### src/ept_pkg.sv
// shared types, constants and helpers for the encoder position/velocity tracker
// no dependencies; imported by every module of the block
package ept_pkg;

   // angle resolution and offset table size
   localparam int ANGLE_BITS  = 21;
   localparam int LUT_ENTRIES = 128;

   // operation codes of an input beat
   localparam logic OP_SAMPLE    = 1'b0;
   localparam logic OP_LUT_WRITE = 1'b1;

   // configuration register indexes
   localparam logic [2:0] CSR_MECH_ZERO  = 3'd0;
   localparam logic [2:0] CSR_ELEC_OFFS  = 3'd1;
   localparam logic [2:0] CSR_POLE_PAIRS = 3'd2;
   localparam logic [2:0] CSR_SAMPLE_RT  = 3'd3;
   localparam logic [2:0] CSR_LPF_ALPHA  = 3'd4;
   localparam logic [2:0] CSR_LPF_BETA   = 3'd5;
   localparam logic [2:0] CSR_GEAR_INV   = 3'd6;

   localparam int CSR_IDX_W  = 3;
   localparam int CSR_DATA_W = 22;

   // shared multiplier operand widths
   localparam int MUL_A_W = 64;
   localparam int MUL_B_W = 24;

   // moving-average sum width (48-bit values, up to 32 of them, plus sign)
   localparam int SUM_W = 54;

   // acceleration scale, fixed 40 kHz update
   localparam int ACCEL_RATE = 40000;

   localparam logic signed [47:0] SAT_MAX = 48'sh7FFF_FFFF_FFFF;
   localparam logic signed [47:0] SAT_MIN = 48'sh8000_0000_0000;

   typedef enum logic [3:0] {
      ST_IDLE,
      ST_RD_A,
      ST_RD_B,
      ST_MUL_GO,
      ST_MUL_WAIT,
      ST_TURN,
      ST_POS,
      ST_DIV_GO,
      ST_DIV_WAIT,
      ST_OUT
   } ctrl_state_type;

   // which product the shared multiplier is working on
   typedef enum logic [3:0] {
      MS_INTERP,
      MS_EANG,
      MS_VEL,
      MS_ALPHA,
      MS_BETA,
      MS_EVEL,
      MS_FPOS,
      MS_FVEL,
      MS_FACC
   } mul_sel_type;

   // controller to datapath commands
   typedef struct packed {
      logic        accept;
      logic        rd_en;
      logic        rd_next;
      logic        cap_off1;
      logic        mul_start;
      logic        mul_cap;
      mul_sel_type mul_sel;
      logic        cap_turn;
      logic        cap_pos;
      logic        div_start;
      logic        div_cap;
      logic        out_load;
   } cmd_type;

   // datapath to controller status
   typedef struct packed {
      logic mul_done;
      logic div_done;
      logic out_free;
   } status_type;

   // saturate to 48-bit two's complement
   function automatic logic signed [47:0] sat48(input logic signed [65:0] x);
      logic signed [47:0] r;
      if (x > 66'(SAT_MAX)) begin
         r = SAT_MAX;
      end else if (x < 66'(SAT_MIN)) begin
         r = SAT_MIN;
      end else begin
         r = x[47:0];
      end
      return r;
   endfunction

endpackage

### src/ept_ctrl.sv
// sequencer for the tracker: input handshake, multiplier and divider steps
// depends on ept_pkg
module ept_ctrl (
   input  logic                   clock,
   input  logic                   reset,
   input  logic                   req_valid,
   input  logic                   req_operation,
   output logic                   req_stall,
   output ept_pkg::cmd_type       cmd,
   input  ept_pkg::status_type    status
);
   import ept_pkg::*;

   ctrl_state_type state_ff, state_in;
   mul_sel_type    msel_ff, msel_in;

   // state registers
   always_ff @(posedge clock) begin
      if (reset) begin
         state_ff <= ST_IDLE;
         msel_ff  <= MS_INTERP;
      end else begin
         state_ff <= state_in;
         msel_ff  <= msel_in;
      end
   end

   // next state and commands
   always_comb begin
      state_in    = state_ff;
      msel_in     = msel_ff;
      cmd         = '0;
      cmd.mul_sel = msel_ff;
      req_stall   = 1'b1;
      case (state_ff)
         ST_IDLE: begin
            req_stall = 1'b0;
            if (req_valid) begin
               cmd.accept = 1'b1;
               if (req_operation == OP_SAMPLE) begin
                  state_in = ST_RD_A;
               end
            end
         end
         ST_RD_A: begin
            cmd.rd_en = 1'b1;
            state_in  = ST_RD_B;
         end
         ST_RD_B: begin
            cmd.rd_en    = 1'b1;
            cmd.rd_next  = 1'b1;
            cmd.cap_off1 = 1'b1;
            msel_in      = MS_INTERP;
            state_in     = ST_MUL_GO;
         end
         ST_MUL_GO: begin
            cmd.mul_start = 1'b1;
            state_in      = ST_MUL_WAIT;
         end
         ST_MUL_WAIT: begin
            cmd.mul_cap = 1'b1;
            if (status.mul_done) begin
               case (msel_ff)
                  MS_INTERP: state_in = ST_TURN;
                  MS_EANG: begin
                     msel_in  = MS_VEL;
                     state_in = ST_MUL_GO;
                  end
                  MS_VEL: begin
                     msel_in  = MS_ALPHA;
                     state_in = ST_MUL_GO;
                  end
                  MS_ALPHA: begin
                     msel_in  = MS_BETA;
                     state_in = ST_MUL_GO;
                  end
                  MS_BETA: state_in = ST_DIV_GO;
                  MS_EVEL: begin
                     msel_in  = MS_FPOS;
                     state_in = ST_MUL_GO;
                  end
                  MS_FPOS: begin
                     msel_in  = MS_FVEL;
                     state_in = ST_MUL_GO;
                  end
                  MS_FVEL: begin
                     msel_in  = MS_FACC;
                     state_in = ST_MUL_GO;
                  end
                  MS_FACC: state_in = ST_OUT;
                  default: state_in = ST_IDLE;
               endcase
            end
         end
         ST_TURN: begin
            cmd.cap_turn = 1'b1;
            state_in     = ST_POS;
         end
         ST_POS: begin
            cmd.cap_pos = 1'b1;
            msel_in     = MS_EANG;
            state_in    = ST_MUL_GO;
         end
         ST_DIV_GO: begin
            cmd.div_start = 1'b1;
            state_in      = ST_DIV_WAIT;
         end
         ST_DIV_WAIT: begin
            cmd.div_cap = 1'b1;
            if (status.div_done) begin
               msel_in  = MS_EVEL;
               state_in = ST_MUL_GO;
            end
         end
         ST_OUT: begin
            if (status.out_free) begin
               cmd.out_load = 1'b1;
               state_in     = ST_IDLE;
            end
         end
         default: state_in = ST_IDLE;
      endcase
   end

endmodule

### config.mk
export PLATFORM = sky130hd
export DESIGN_NAME = ept_ctrl
export DESIGN_NICKNAME = d
export VERILOG_FILES = /design/src/ept_pkg.sv /design/src/ept_ctrl.sv
export SDC_FILE = /design/constraint.sdc
export NUM_CORES = 1
export LEC_CHECK = 0
export BUFFER_PORTS_ARGS = -buffer_cell sky130_fd_sc_hd__buf_2
export CAP_MARGIN = 10
export CORE_MARGIN = 3
export CORE_UTILIZATION = 49
export DETAILED_ROUTE_END_ITERATION = 8
export HOLD_SLACK_MARGIN = 0.08
export PLACE_DENSITY = 0.77
export RECOVER_POWER = 50
export SKIP_CTS_REPAIR_TIMING = 1
export SLEW_MARGIN = 30
export SYNTH_ARGS = -nofsm -noshare
export SYNTH_HDL_FRONTEND = slang
export SYNTH_SLANG_ARGS = --single-unit
### constraint.sdc
create_clock -name clock -period 2.2 [get_ports clock]
set_clock_uncertainty 0.15 [all_clocks]
set_input_delay 0.11 -clock clock [delete_from_list [all_inputs] [get_ports clock]]
set_output_delay 0.11 -clock clock [all_outputs]
set_load 0.01 [all_outputs]
# == After elaboration in Yosys (flattened, before gate mapping) ==
# Cells that the tools add are included.
# W data, S select, Z words.
# totals
regBits,8
# classes
eq_ne,23
n_mux,24
n_reduce_logical,8
# op_table
cell,count
$pmux W4 S9,1
$eq A4 B3 Y1 const B,8
$pmux W4 S4,2
$mux W4,7
$pmux W4 S6,1
$eq A4 B2 Y1 const B,4
$eq A4 B4 Y1 const B,3
$mux W1,12
$ne A2 B2 Y1 const B,5
$eq A4 B1 Y1 const B,2
$logic_not A4 Y1,2
$ne A7 B7 Y1 const B,1
$reduce_or A6 Y1,1
$reduce_and A5 Y1,1
$reduce_and A4 Y1,1
$reduce_bool A4 Y1,1
$reduce_or A2 Y1,2
$mux W2,1

# == Depth between registers and ports, before layout ==
# logic_depth
ltp_word,5
ltp_mapped,5
ltp_nobuf,4

# == Worst setup path before layout ==
# Ideal clock, no wire load.
# synth_path
kind,reg2reg
startpoint,reg state_ff[1]
endpoint,reg state_ff[3]
setup_time_ns,0.117
arrival_time_ns,1.394
path_slack_ns,0.538
path_stages_with_launch,5
period_less_slack_ns,1.662
path_cell_list,dfxtp_1 or4_1 a21oi_1 nor4_1 a32o_1
# synth_between
elab_chain_cells,3
# synth_lines
element,line_no,source
start: declaration,ept_ctrl.sv:14,"ctrl_state_type state_ff, state_in;"
start signal: assignment,ept_ctrl.sv:23,state_ff <= state_in;
$eq A4 B3 Y1 (tied with other cells),ept_ctrl.sv:35,case (state_ff)
$reduce_or A2 Y1 (no source line) or $ne A2 B2 Y1 (tied branches),-,
$pmux W4 S9 or $reduce_and A5 Y1 (tied branches),-,
# Several ways; a longest one is shown, not always the timed one.
# A chain may end at the register's enable or synchronous reset.

# == Final worst setup path ==
# layout_path
startpoint,reg state_ff[3]
endpoint,reg state_ff[3]
# The elaborated chain is that of the path after synthesis.

==> run summary <==
complex-gate fraction of the synthesized area: 31.3%
status: finished clean
final hold violations: 0
Initial Utilization: 54.2%
min Tclk post-route: 1900 ps
fin. max-slew vios: 0
Root Driver: clkbuf_4
CTS Sinks: 8
Final nets: 129
slowest cell delay on critical path: 640 ps
drt drc: 0
IO Pins: 23
number of synthesized flops with an enable pin: 0
CTS tree: built
Detailed Route WL: 1920 um
CP startpoint kind: register
Antenna Cells: 0
Vias/cell: 6.10
crit-path cells: or3b_4 > a211o_1 > o31ai_1 > a32o_1
Die H: 44.7 um
worst reg2reg startpoint: state_ff[3]
clk_lat worst skew: 260 ps
CTS Buf Count: 3
num rows: 13
Setup TNS Final: 0 ps
Syn Nets: 106
Hold WC Path Type: in -> reg
largest family of logic cells by synthesized area: simple AND/OR/NAND/NOR gates
DR vias: 824
MaxCap Viol Count: 0
clock buffer depth: 2
H-tree Lvls: 1
headroom to the max-slew limit: 65.3%
Reg clk slew, reported paths: 50 ps
synth unique cells: 41
LEAKAGE: 0.000325 uW
initial antenna violation count: 0
WL per Instance: 14.2 um
global-route wire length before repair: 3110 um
Top FF cell, synth: dfxtp_1
Synth Area in XOR/XNOR: 3.59%
VDD IR max: 0.000267 V
post-route clock period utilization: 86.6%
simple logic cell fraction of the synthesized area: 33.7%
PwrDens: 440 nW/um2
PortBufs: 22
Die Width: 44.7 um
Post-Syn Area: 732 um2
worst path required time: 2250 ps
initial DRC count: 29
mux contribution to synthesized area: 0%
core area: 1350 um2
Synth warnings: 0
number of synthesized register bits: 8
Worst Setup SP: state_ff[3]
Area growth syn-to-layout: 17.3%
f_max: 525 MHz
crit-path max FO: 18
Post-Syn Instances: 99
average size of a mapped cell: 7.39 um2
Synth Area in Adders: 0%
total global-route track usage: 21.5%
Critical Path Sink Type: register
slowest CP cell: dfxtp_1
WS Path Type: reg -> reg
critical path arrival: 1950 ps
pin count of the biggest net entering global routing: 19
die area: 1990 um2
Worst-Margin Slew: 520 ps
hold_sp: req_operation
grt total ovfl: 0
fraction of registers with async set/reset: 0%
RePlAce Congestion: 0.920
vias in the first global route: 698
sequential area share after synthesis: 21.9%
RSZ-0062 raised after global routing: false
Routed Antenna Nets: 0
Final HPWL DP: 1410 um
# setup viols final: 0
fraction of layout cells with a size suffix above 1: 20.0%
Power Total: 378 uW
TritonRoute pass-1 iters: 4
## worst max-delay path: cells and delay by family, from the launching register on
family	cells	cell delay, ps
compound gates	3	590
flops	1	640
simple gates	1	460
## cell usage in the layout (no fill, tap or decap), types with 3 or more instances in the layout
cell type / synthesis / routed
clkbuf_1: 4 / 11
inv_1: 7 / 7
o21ai_0: 3 / 3
nor2_1: 9 / 9
nand2b_1: 3 / 3
xnor2_1: 3 / 3
nand2_1: 5 / 5
dfxtp_1: 8 / 8
a21oi_1: 10 / 10
nor3_1: 6 / 6
clkbuf_4: 0 / 3
buf_2: 2 / 12
## registers in the layout, summed over array words and instances (netlist names)
register / count
msel_ff: 4
state_ff: 4
## where the power goes
group	switching, uW	total, uW	internal, uW	leakage [uW]
Sequential	11.7	162	151	0.0000648
Combinational	58.0	98.9	40.9	0.000246
Clock	54.0	117	62.7	0.0000138
Total	124	378	254	0.000325
## layer usage
metal / part of all wire, % / vias to the layer above / GRT usage, %
met4: 1.8 / 0 / 10.8
met3: 9.3 / 5 / 5.28
met1: 45 / 366 / 28.5
met5: 0 / - / 0
li1: - / 405 / -
met2: 43 / 48 / 31.8
## cells in the mapped netlist (all sizes together) (2+ instances only)
library cell | n | area, um2
a211oi | 2 | 25.0
a21o | 2 | 15.0
a21oi | 10 | 50.1
a31o | 3 | 26.3
a31oi | 2 | 12.5
and3 | 2 | 17.5
buf | 4 | 28.8
clkbuf | 4 | 15.0
dfxtp | 8 | 160
inv | 7 | 26.3
nand2 | 5 | 18.8
nand2b | 3 | 18.8
nor2 | 10 | 40.0
nor2b | 2 | 12.5
nor3 | 6 | 30.0
nor4 | 2 | 12.5
o211ai | 2 | 15.0
o21ai | 4 | 20.0
o31ai | 2 | 15.0
or3b | 3 | 28.8
xnor2 | 3 | 26.3
## cells by family after synthesis
kind of cell	Yosys count
xor gates and xnor gates	3
and+or+nand+nor	41
buffers and inverters	15
AOI/OAI and AO/OA	32
DFF	8
## area by class of cell
| type | count | area [um2] |
|---|---|---|
| inverter | 7 | 26.3 |
| multi-input combinational | 76 | 502 |
| clock buffer | 3 | 22.5 |
| tap | 15 | 18.8 |
| timing repair buffer | 26 | 129 |
| fill | 137 | 492 |
| sequential | 8 | 160 |
## per-stage QoR
step | cells | area [um2] | setup WS, ps | utilization, % | hold slack (ps)
final | 135 | 858 | 296 | 63.6 | 97.1
after global routing | 135 | 858 | 153 | 63.6 | 141
after CTS | 133 | 855 | 316 | 63.3 | -20.2
after detailed placement | 130 | 832 | 322 | 61.6 | 252
after global placement | 130 | 832 | 361 | 61.6 | 249
after floorplan | 99 | 732 | 538 | - | 169
## worst paths after layout
path	to	slack, ps	cells after the start
setup / recovery	state_ff[3]	300	4
hold / removal	state_ff[0]	100	4
setup reg to reg	state_ff[3]	300	4
hold reg to reg	msel_ff[3]	520	3
Power figures use the tool's default switching activity.
